==> config.mk <==
export PLATFORM = sky130hd
export DESIGN_NAME = rational_arith_unit
export DESIGN_NICKNAME = d
export VERILOG_FILES = /design/src/rtl/rau_pkg.sv /design/src/rtl/rational_arith_unit.sv
export SDC_FILE = /design/constraint.sdc
export NUM_CORES = 2
export LEC_CHECK = 0
export BUFFER_PORTS_ARGS = -buffer_cell sky130_fd_sc_hd__buf_2
export CORE_ASPECT_RATIO = 1.2
export CORE_MARGIN = 2
export CORE_UTILIZATION = 52
export CTS_CLUSTER_DIAMETER = 150
export DETAILED_ROUTE_END_ITERATION = 6
export GPL_TIMING_DRIVEN = 0
export PLACE_DENSITY = 0.75
export SYNTH_ARGS = -nofsm -noshare
export SYNTH_HDL_FRONTEND = slang
export SYNTH_SLANG_ARGS = --single-unit
==> constraint.sdc <==
create_clock -name clock -period 10.2 [get_ports clock]
set_clock_uncertainty 0.1 [all_clocks]
set_input_delay 1.02 -clock clock [delete_from_list [all_inputs] [get_ports clock]]
set_output_delay 1.02 -clock clock [all_outputs]
set_load 0.01 [all_outputs]
==> src/rtl/rau_pkg.sv <==
// Types and constants for the rational arithmetic unit.
// Depends on nothing; used by rtl/rational_arith_unit.sv.
package rau_pkg;

   // Operand width of every input numerator and denominator.
   localparam int OPERAND_WIDTH = 16;
   // Magnitude width inside the unit: a sum of two cross products.
   localparam int VAL_WIDTH     = 2 * OPERAND_WIDTH + 1;
   // Result field widths.
   localparam int NUM_OUT_WIDTH = 32;
   localparam int DEN_OUT_WIDTH = 31;
   // Width used for the output saturation compare.
   localparam int CMP_WIDTH     = (VAL_WIDTH > NUM_OUT_WIDTH) ? VAL_WIDTH : NUM_OUT_WIDTH;
   // Bit counter of the divider and trailing-zero count of the GCD.
   localparam int CNT_WIDTH     = $clog2(VAL_WIDTH);

   typedef enum logic [1:0] {
      CMD_ADD = 2'd0,
      CMD_SUB = 2'd1,
      CMD_MUL = 2'd2,
      CMD_DIV = 2'd3
   } cmd_type;

   typedef struct packed {
      cmd_type                          cmd;
      logic signed [OPERAND_WIDTH-1:0]  num_a;
      logic signed [OPERAND_WIDTH-1:0]  den_a;
      logic signed [OPERAND_WIDTH-1:0]  num_b;
      logic signed [OPERAND_WIDTH-1:0]  den_b;
   } req_payload_type;

   typedef struct packed {
      logic signed [NUM_OUT_WIDTH-1:0]  num_out;
      logic [DEN_OUT_WIDTH-1:0]         den_out;
      logic                             div_error;
   } rsp_payload_type;

endpackage

==> src/rtl/rational_arith_unit.sv <==
// Rational arithmetic unit: one shared multiplier, binary GCD and restoring divider.
// Depends on rtl/rau_pkg.sv for the payload types, the command codes and the widths.
//
// Each request beat carries a command (add, subtract, multiply, divide) and two signed
// fractions; each gives exactly one response beat holding the result in lowest terms with
// a positive denominator, or 0/1 with div_error set when a denominator is zero or a divide
// has a zero divisor. The unit works on one beat at a time and req_ready is high only while
// it is idle; a finished response waits in the output register, so the next request may be
// taken before the previous response is collected. With W = OPERAND_WIDTH and V = 2W+1, a
// beat forms the three cross products on the single multiplier, then runs binary GCD on
// the V-bit magnitudes (one subtract or shift per cycle), then the two exact divisions by
// the GCD on the one-bit-per-cycle divider, then forms the response. The error cases go
// straight from capture to the response step, and a zero numerator from the combine step.
module rational_arith_unit (
   input  logic                     clock,
   input  logic                     reset,
   input  logic                     req_valid,
   output logic                     req_ready,
   input  rau_pkg::req_payload_type req_payload,
   output logic                     rsp_valid,
   input  logic                     rsp_ready,
   output rau_pkg::rsp_payload_type rsp_payload
);

   localparam int OW = rau_pkg::OPERAND_WIDTH;
   localparam int VW = rau_pkg::VAL_WIDTH;
   localparam int CW = rau_pkg::CMP_WIDTH;
   localparam int NW = rau_pkg::CNT_WIDTH;

   typedef enum logic [2:0] {
      ST_IDLE,
      ST_MUL,
      ST_COMBINE,
      ST_GCD,
      ST_DIVN,
      ST_DIVD,
      ST_FINISH
   } state_type;

   // Registers.
   state_type                state_ff, state_in;
   rau_pkg::cmd_type         cmd_ff, cmd_in;
   logic [OW-1:0]            na_mag_ff, na_mag_in, da_mag_ff, da_mag_in;
   logic [OW-1:0]            nb_mag_ff, nb_mag_in, db_mag_ff, db_mag_in;
   logic                     na_neg_ff, na_neg_in, da_neg_ff, da_neg_in;
   logic                     nb_neg_ff, nb_neg_in, db_neg_ff, db_neg_in;
   logic [1:0]               step_ff, step_in;
   logic [VW-1:0]            t1_mag_ff, t1_mag_in, t2_mag_ff, t2_mag_in;
   logic                     t1_neg_ff, t1_neg_in, t2_neg_ff, t2_neg_in;
   logic [VW-1:0]            dm_mag_ff, dm_mag_in;
   logic                     dm_neg_ff, dm_neg_in;
   logic [VW-1:0]            ga_ff, ga_in, gb_ff, gb_in, g_ff, g_in;
   logic [NW-1:0]            k_ff, k_in;
   logic [VW-1:0]            quo_ff, quo_in, rem_ff, rem_in, nq_ff, nq_in;
   logic [NW-1:0]            cnt_ff, cnt_in;
   logic                     zero_ff, zero_in, err_ff, err_in;
   logic                     rsp_valid_ff, rsp_valid_in;
   rau_pkg::rsp_payload_type rsp_ff, rsp_in;

   // Shared multiplier.
   logic [OW-1:0]            mul_x, mul_y;
   logic                     mul_xneg, mul_yneg;
   logic [2*OW-1:0]          mul_p;

   // Operand magnitudes of the incoming beat.
   logic [OW-1:0]            in_na_mag, in_da_mag, in_nb_mag, in_db_mag;

   // Signed-magnitude add, GCD and divider datapath.
   logic [VW-1:0]            sum_mag, diff_ab, diff_ba;
   logic                     diff_borrow;
   logic [VW-1:0]            n_mag_c;
   logic                     n_neg_c;
   logic [VW:0]              g_diff;
   logic [VW:0]              rem_sh;
   logic [VW+1:0]            trial;
   logic                     div_borrow;
   logic                     div_last;

   // Response formation.
   logic                     res_neg;
   logic [CW-1:0]            nmag_ext, dmag_ext, num_lim, nsat, dsat;

   assign req_ready   = (state_ff == ST_IDLE);
   assign rsp_valid   = rsp_valid_ff;
   assign rsp_payload = rsp_ff;

   // Magnitudes of the request operands (two's complement negate of negative values).
   assign in_na_mag = req_payload.num_a[OW-1] ? (~req_payload.num_a + 1'b1) : req_payload.num_a;
   assign in_da_mag = req_payload.den_a[OW-1] ? (~req_payload.den_a + 1'b1) : req_payload.den_a;
   assign in_nb_mag = req_payload.num_b[OW-1] ? (~req_payload.num_b + 1'b1) : req_payload.num_b;
   assign in_db_mag = req_payload.den_b[OW-1] ? (~req_payload.den_b + 1'b1) : req_payload.den_b;

   // Operand selection for the multiplier: first term, second term, denominator.
   always_comb begin
      case (step_ff)
         2'd0: begin
            mul_x    = na_mag_ff;
            mul_xneg = na_neg_ff;
            mul_y    = (cmd_ff == rau_pkg::CMD_MUL) ? nb_mag_ff : db_mag_ff;
            mul_yneg = (cmd_ff == rau_pkg::CMD_MUL) ? nb_neg_ff : db_neg_ff;
         end
         2'd1: begin
            mul_x    = nb_mag_ff;
            mul_xneg = nb_neg_ff ^ (cmd_ff == rau_pkg::CMD_SUB);
            mul_y    = da_mag_ff;
            mul_yneg = da_neg_ff;
         end
         default: begin
            mul_x    = da_mag_ff;
            mul_xneg = da_neg_ff;
            mul_y    = (cmd_ff == rau_pkg::CMD_DIV) ? nb_mag_ff : db_mag_ff;
            mul_yneg = (cmd_ff == rau_pkg::CMD_DIV) ? nb_neg_ff : db_neg_ff;
         end
      endcase
   end

   assign mul_p = mul_x * mul_y;

   // Signed-magnitude sum of the two cross products.
   assign sum_mag     = t1_mag_ff + t2_mag_ff;
   assign {diff_borrow, diff_ab} = {1'b0, t1_mag_ff} - {1'b0, t2_mag_ff};
   assign diff_ba     = t2_mag_ff - t1_mag_ff;

   always_comb begin
      if ((cmd_ff == rau_pkg::CMD_ADD) || (cmd_ff == rau_pkg::CMD_SUB)) begin
         if (t1_neg_ff == t2_neg_ff) begin
            n_mag_c = sum_mag;
            n_neg_c = t1_neg_ff;
         end else if (!diff_borrow) begin
            n_mag_c = diff_ab;
            n_neg_c = t1_neg_ff;
         end else begin
            n_mag_c = diff_ba;
            n_neg_c = t2_neg_ff;
         end
      end else begin
         n_mag_c = t1_mag_ff;
         n_neg_c = t1_neg_ff;
      end
   end

   // GCD subtractor and divider trial subtraction.
   assign g_diff     = {1'b0, ga_ff} - {1'b0, gb_ff};
   assign rem_sh     = {rem_ff, quo_ff[VW-1]};
   assign trial      = {1'b0, rem_sh} - {2'b00, g_ff};
   assign div_borrow = trial[VW+1];
   assign div_last   = (cnt_ff == NW'(VW - 1));

   // Saturation of the reduced magnitudes into the response fields.
   assign res_neg  = t1_neg_ff ^ dm_neg_ff;
   assign nmag_ext = CW'(nq_ff);
   assign dmag_ext = CW'(quo_ff);
   assign num_lim  = res_neg ? (CW'(1) << (rau_pkg::NUM_OUT_WIDTH - 1))
                             : ((CW'(1) << (rau_pkg::NUM_OUT_WIDTH - 1)) - CW'(1));
   assign nsat     = (nmag_ext > num_lim) ? num_lim : nmag_ext;
   assign dsat     = (dmag_ext > ((CW'(1) << rau_pkg::DEN_OUT_WIDTH) - CW'(1)))
                     ? ((CW'(1) << rau_pkg::DEN_OUT_WIDTH) - CW'(1)) : dmag_ext;

   // Sequencer and datapath next values.
   always_comb begin
      state_in     = state_ff;
      cmd_in       = cmd_ff;
      na_mag_in    = na_mag_ff;
      da_mag_in    = da_mag_ff;
      nb_mag_in    = nb_mag_ff;
      db_mag_in    = db_mag_ff;
      na_neg_in    = na_neg_ff;
      da_neg_in    = da_neg_ff;
      nb_neg_in    = nb_neg_ff;
      db_neg_in    = db_neg_ff;
      step_in      = step_ff;
      t1_mag_in    = t1_mag_ff;
      t1_neg_in    = t1_neg_ff;
      t2_mag_in    = t2_mag_ff;
      t2_neg_in    = t2_neg_ff;
      dm_mag_in    = dm_mag_ff;
      dm_neg_in    = dm_neg_ff;
      ga_in        = ga_ff;
      gb_in        = gb_ff;
      g_in         = g_ff;
      k_in         = k_ff;
      quo_in       = quo_ff;
      rem_in       = rem_ff;
      nq_in        = nq_ff;
      cnt_in       = cnt_ff;
      zero_in      = zero_ff;
      err_in       = err_ff;
      rsp_in       = rsp_ff;
      rsp_valid_in = rsp_valid_ff && !rsp_ready;

      case (state_ff)
         // Capture the operands as sign and magnitude; catch the error cases at once.
         ST_IDLE: begin
            if (req_valid) begin
               cmd_in    = req_payload.cmd;
               na_mag_in = in_na_mag;
               da_mag_in = in_da_mag;
               nb_mag_in = in_nb_mag;
               db_mag_in = in_db_mag;
               na_neg_in = req_payload.num_a[OW-1];
               da_neg_in = req_payload.den_a[OW-1];
               nb_neg_in = req_payload.num_b[OW-1];
               db_neg_in = req_payload.den_b[OW-1];
               step_in   = 2'd0;
               zero_in   = 1'b0;
               err_in    = 1'b0;
               if ((in_da_mag == '0) || (in_db_mag == '0) ||
                   ((req_payload.cmd == rau_pkg::CMD_DIV) && (in_nb_mag == '0))) begin
                  err_in   = 1'b1;
                  zero_in  = 1'b1;
                  state_in = ST_FINISH;
               end else begin
                  state_in = ST_MUL;
               end
            end
         end

         // Three products on the one multiplier.
         ST_MUL: begin
            case (step_ff)
               2'd0: begin
                  t1_mag_in = VW'(mul_p);
                  t1_neg_in = (mul_xneg ^ mul_yneg) && (mul_p != '0);
               end
               2'd1: begin
                  t2_mag_in = VW'(mul_p);
                  t2_neg_in = (mul_xneg ^ mul_yneg) && (mul_p != '0);
               end
               default: begin
                  dm_mag_in = VW'(mul_p);
                  dm_neg_in = mul_xneg ^ mul_yneg;
               end
            endcase
            step_in = step_ff + 2'd1;
            if (step_ff == 2'd2) begin
               state_in = ST_COMBINE;
            end
         end

         // Form the result numerator; a zero numerator goes straight to 0/1.
         ST_COMBINE: begin
            t1_mag_in = n_mag_c;
            t1_neg_in = n_neg_c;
            ga_in     = n_mag_c;
            gb_in     = dm_mag_ff;
            k_in      = '0;
            if (n_mag_c == '0) begin
               zero_in  = 1'b1;
               state_in = ST_FINISH;
            end else begin
               state_in = ST_GCD;
            end
         end

         // Binary GCD, one shift or subtract per cycle.
         ST_GCD: begin
            if (ga_ff == gb_ff) begin
               g_in     = ga_ff << k_ff;
               quo_in   = t1_mag_ff;
               rem_in   = '0;
               cnt_in   = '0;
               state_in = ST_DIVN;
            end else if (!ga_ff[0] && !gb_ff[0]) begin
               ga_in = ga_ff >> 1;
               gb_in = gb_ff >> 1;
               k_in  = k_ff + 1'b1;
            end else if (!ga_ff[0]) begin
               ga_in = ga_ff >> 1;
            end else if (!gb_ff[0]) begin
               gb_in = gb_ff >> 1;
            end else if (!g_diff[VW]) begin
               ga_in = g_diff[VW-1:0];
            end else begin
               gb_in = ~g_diff[VW-1:0] + 1'b1;
            end
         end

         // Restoring division of the numerator, then of the denominator, by the GCD.
         ST_DIVN, ST_DIVD: begin
            rem_in = div_borrow ? rem_sh[VW-1:0] : trial[VW-1:0];
            quo_in = {quo_ff[VW-2:0], !div_borrow};
            cnt_in = cnt_ff + 1'b1;
            if (div_last) begin
               cnt_in = '0;
               if (state_ff == ST_DIVN) begin
                  nq_in    = {quo_ff[VW-2:0], !div_borrow};
                  quo_in   = dm_mag_ff;
                  rem_in   = '0;
                  state_in = ST_DIVD;
               end else begin
                  state_in = ST_FINISH;
               end
            end
         end

         // Load the response register once it is free.
         ST_FINISH: begin
            if (!rsp_valid_ff || rsp_ready) begin
               if (zero_ff) begin
                  rsp_in.num_out = '0;
                  rsp_in.den_out = rau_pkg::DEN_OUT_WIDTH'(1);
               end else begin
                  rsp_in.num_out = res_neg ? (~nsat[rau_pkg::NUM_OUT_WIDTH-1:0] + 1'b1)
                                           : nsat[rau_pkg::NUM_OUT_WIDTH-1:0];
                  rsp_in.den_out = dsat[rau_pkg::DEN_OUT_WIDTH-1:0];
               end
               rsp_in.div_error = err_ff;
               rsp_valid_in     = 1'b1;
               state_in         = ST_IDLE;
            end
         end

         default: begin
            state_in = ST_IDLE;
         end
      endcase
   end

   // State, datapath and response registers.
   always_ff @(posedge clock) begin
      if (reset) begin
         state_ff     <= ST_IDLE;
         rsp_valid_ff <= 1'b0;
      end else begin
         state_ff     <= state_in;
         rsp_valid_ff <= rsp_valid_in;
      end
      cmd_ff    <= cmd_in;
      na_mag_ff <= na_mag_in;
      da_mag_ff <= da_mag_in;
      nb_mag_ff <= nb_mag_in;
      db_mag_ff <= db_mag_in;
      na_neg_ff <= na_neg_in;
      da_neg_ff <= da_neg_in;
      nb_neg_ff <= nb_neg_in;
      db_neg_ff <= db_neg_in;
      step_ff   <= step_in;
      t1_mag_ff <= t1_mag_in;
      t1_neg_ff <= t1_neg_in;
      t2_mag_ff <= t2_mag_in;
      t2_neg_ff <= t2_neg_in;
      dm_mag_ff <= dm_mag_in;
      dm_neg_ff <= dm_neg_in;
      ga_ff     <= ga_in;
      gb_ff     <= gb_in;
      g_ff      <= g_in;
      k_ff      <= k_in;
      quo_ff    <= quo_in;
      rem_ff    <= rem_in;
      nq_ff     <= nq_in;
      cnt_ff    <= cnt_in;
      zero_ff   <= zero_in;
      err_ff    <= err_in;
      rsp_ff    <= rsp_in;
   end

   // The GCD operands never reach zero, or the search would not end.
   a_gcd_nonzero: assert property (@(posedge clock) disable iff (reset)
      (state_ff == ST_GCD) |-> ((ga_ff != '0) && (gb_ff != '0)))
      else $error("GCD operand reached zero");

   // Division by the GCD is exact: no remainder after the last bit.
   a_div_exact: assert property (@(posedge clock) disable iff (reset)
      (((state_ff == ST_DIVN) || (state_ff == ST_DIVD)) && div_last) |-> (rem_in == '0))
      else $error("division by the GCD left a remainder");

   // An error beat is always 0/1.
   a_err_zero: assert property (@(posedge clock) disable iff (reset)
      (rsp_valid && rsp_payload.div_error) |->
      ((rsp_payload.num_out == '0) && (rsp_payload.den_out == rau_pkg::DEN_OUT_WIDTH'(1))))
      else $error("error beat is not 0/1");

   // Every response denominator is at least one.
   a_den_pos: assert property (@(posedge clock) disable iff (reset)
      rsp_valid |-> (rsp_payload.den_out != '0))
      else $error("zero denominator in a response beat");

endmodule
==> impl_summary.log <==
INFO  metric worst-path-max-fanout = 10
INFO  metric max-slew-margin-rel = -3.62%
INFO  metric drt_iter0_drc = 3762
INFO  metric r2r-start = step_ff[0]
INFO  metric timing.final.ws_setup = 137 ps
INFO  metric grt_pass1_wl = 228000 um
INFO  metric min_path_type = flop to flop
INFO  metric synthAdderAreaFrac = 18.8%
INFO  metric num-nets-final = 5434
INFO  metric clk_root_buffer_cell = clkbuf_16
INFO  metric setup.worst_path.start_class = flop
INFO  metric worst_hold_path.num_cells = 0
INFO  metric grt_antenna_before_repair = 5
INFO  metric post_synth_mux_area_share = 3.62%
INFO  metric maxCapViolations = 1
INFO  metric tritoncts.num_buffers = 50
INFO  metric run_status = finished, violations left
INFO  metric dr.pass1.iters = 6
INFO  metric tritoncts_sink_count = 452
INFO  metric place.gp.congestion = 1.07
INFO  metric largest_net_degree_at_the_start_of_global_routing = 73
INFO  metric final-setup-viol-count = 0
INFO  metric synth_simple_gate_area_share = 17.0%
INFO  metric synth.distinct_cells = 105
INFO  metric syn_area_per_cell = 9.04 um^2
INFO  metric final_design_area_no_fill = 46400 um^2
INFO  metric hold_path.startpoint = err_ff
INFO  metric tns = 0 ps
INFO  metric violations = max-capacitance violations, max-slew violations
INFO  metric start_util = 52.3%
INFO  metric postRouteWirelength = 153000 um
INFO  metric placement.io_buffers = 135
INFO  metric detail_route.drc_violations = 0
INFO  metric cp-end-kind = flop
INFO  metric synth_cells = 4647
INFO  metric clk-insertion-delay-late = 630 ps
INFO  metric first_global_vias = 37900
INFO  metric synth_sequential_area_ratio = 32.2%
INFO  metric postSynthNetCount = 5229
INFO  metric synth-edff-count = 448
INFO  metric cts.reportedPaths.clkPinSlew = 70 ps
INFO  metric detailedPlace.worstSlack = -1620 ps
INFO  metric synthArstFlopShare = 0%
INFO  metric timing.critical_path.required = 10490 ps
INFO  metric ys_ff_latch = 452
INFO  metric synth_compound_area_share = 17.9%
INFO  metric final_antenna_net_count = 0
INFO  metric final_layout_size_suffix_gt1_share = 9.47%
INFO  metric critical_path.most_common_cell = fa_1
INFO  metric placement_rows = 114
INFO  metric dp_hpwl = 122000 um
INFO  metric worst_r2r_endpoint = t1_neg_ff
INFO  metric die_h = 315 um
INFO  metric vias_per_cell = 6.38
INFO  metric post_dp_cell_area = 44200 um^2
INFO  metric clock_tree.buffer_depth = 3
INFO  metric grt.total_usage = 36.5%
INFO  metric die_area = 83100 um^2
INFO  metric synth_top_family_by_area = adder cells
INFO  metric slew_viol_final = 3
INFO  metric postSynth.topFlopCell = edfxtp_1
INFO  metric fraction_of_synthesized_cell_area_in_xor_and_xnor_cells = 4.11%
INFO  metric hold_viol = 0
INFO  metric category_of_the_most_critical_setup_path = flop to flop
INFO  metric cts-hold-fix-buffers = 0
INFO  metric max_freq = 0.0994 GHz
INFO  metric cp_slowest_stage_delay = 550 ps
INFO  metric via_count = 37900
INFO  metric area_growth_syn_to_layout = 10.5%
INFO  metric die_width = 263 um
INFO  metric fin_hold_ws = 318 ps
INFO  metric timing_worst_slew_pin_value = 1540 ps
INFO  metric tritoncts = done
INFO  metric min_period_over_period = 98.7%
INFO  metric cts_htree_levels = 2
INFO  metric placeable_area = 80300 um^2
INFO  metric worst-r2r-setup-slack = 140 ps
INFO  metric synth_cell_area = 42000 um^2
INFO  metric post-route-min-period = 10060 ps
INFO  metric worstRegToRegCells = 31
INFO  metric slowest_stage = fa_1
INFO  metric routed_wire_length_per_instance = 25.9 um
INFO  metric min_delay_worst_endpoint = rsp_payload[0]
INFO  metric yosys_warnings = 0
INFO  metric design.portCount = 136
INFO  metric critical_path_arrival = 10350 ps
INFO  metric globalRoute.totalOverflow = 0
through the flow:
step | util (%) | cells
floorplan | - | 4647
global placement | 54.8 | 5826
detailed placement | 55.0 | 5835
CTS | 57.4 | 5922
global route | 57.8 | 5934
finish | 57.8 | 5936
worst max-delay path: cells and delay by family, from the launching register on:
kind | cells | cell delay (ps)
AOI/OAI and AO/OA | 5 | 1460
DFF | 1 | 430
muxes | 1 | 310
adders and majority gates | 8 | 3670
buffers and inverters | 9 | 1220
and+or+nand+nor | 7 | 2350
xor gates and xnor gates | 1 | 230
routing by layer:
metal	vias to the layer above	share of wire, %	global-route usage (%)
met5	-	0.017	0
met4	4	11	34.3
met3	774	7.4	6.66
met2	2047	49	64.2
met1	18100	33	36.6
li1	16900	-	-
timing repair:
item,in CTS,in global routing
setup endpoints to repair,19,3
pin swaps,1,9
hold endpoints to repair,0,0
cloned,0,0
resized for setup,90,75
setup buffers,4,15
synth_stat cells (44+ instances only):
cell,count,area [um^2]
nand2_1,522,1960
edfxtp_1,448,13500
inv_1,458,1720
nor4_1,44,275
a221oi_1,50,438
nand2b_1,51,319
o21a_1,49,368
xnor2_1,151,1320
a21o_1,78,586
nor2b_1,67,419
clkbuf_1,178,668
nor3_1,95,475
a21oi_1,327,1640
a211oi_1,49,368
mux2i_1,91,911
nor2_1,427,1600
xor2_1,46,403
fa_1,199,3980
nand3_1,68,340
o21ai_0,246,1230
ha_1,313,3920
cells in the final DEF (no fill, tap or decap), drive strengths merged, types with 13 or more instances in the layout:
cell type	synthesis	routed
or4	33	33
or3	43	43
a31oi	37	37
a21oi	336	336
fa	199	199
clkbuf	178	218
nand2	524	524
o221ai	22	22
nand3b	13	13
a211oi	50	50
nor2	428	428
o21bai	35	35
o21a	49	49
nand4	36	36
nand3	68	68
mux4	20	20
a311oi	16	16
and2	32	32
o31ai	38	38
or2	21	21
xor2	46	46
nand2b	52	52
ha	313	313
edfxtp	448	448
and3	27	27
a221oi	51	51
xnor2	151	151
inv	459	465
o21ai	272	272
a21o	78	78
buf	54	223
nor3	97	97
nor4	47	47
a2111oi	13	13
mux2i	91	91
nor2b	67	67
o211ai	13	13
mux2	14	14
clkinv	1	22
area by class of cell:
class,instances,area (um^2)
diodes,2,5.00
plain buffers,221,1010
clock buffers,56,1270
clock inverters,34,309
fillers,7177,33900
inverters,460,1730
multi-input cells,3503,26200
flip-flops and latches,452,13500
well taps,1044,1310
repair buffers,164,998
state kept, by name (all words and copies together), names as in the netlist, 32 cells and up:
name / count
t2_mag_ff: 32
nmag_ext: 33
rem_ff: 33
gb_ff: 33
dmag_ext: 33
t1_mag_ff: 33
ga_ff: 33
g_ff: 33
rsp_payload: 64
dm_mag_ff: 32
worst max-delay path by stage:
stage / startpoint / to / cells after the start
6_report: step_ff[0] / t1_neg_ff / 31
5_1_grt: step_ff[0] / t1_neg_ff / 34
4_1_cts: step_ff[1] / t1_neg_ff / 31
3_5_place_dp: cmd_ff[1] / t1_neg_ff / 33
3_3_place_gp: cmd_ff[1] / t1_neg_ff / 33
2_1_floorplan: step_ff[0] / t1_neg_ff / 31
kinds of logic after synthesis:
| logic type | count (synthesis) |
|---|---|
| AO/OA/AOI/OAI | 1149 |
| XOR/XNOR | 197 |
| adder cells (fa/ha/maj) | 512 |
| buffers and inverters | 692 |
| flip-flops | 452 |
| multiplexers | 125 |
| AND/OR/NAND/NOR | 1520 |
Power is left out: the tool's default activity adds up to more than one toggle a clock period on the data nets, which glitch-free logic cannot reach.
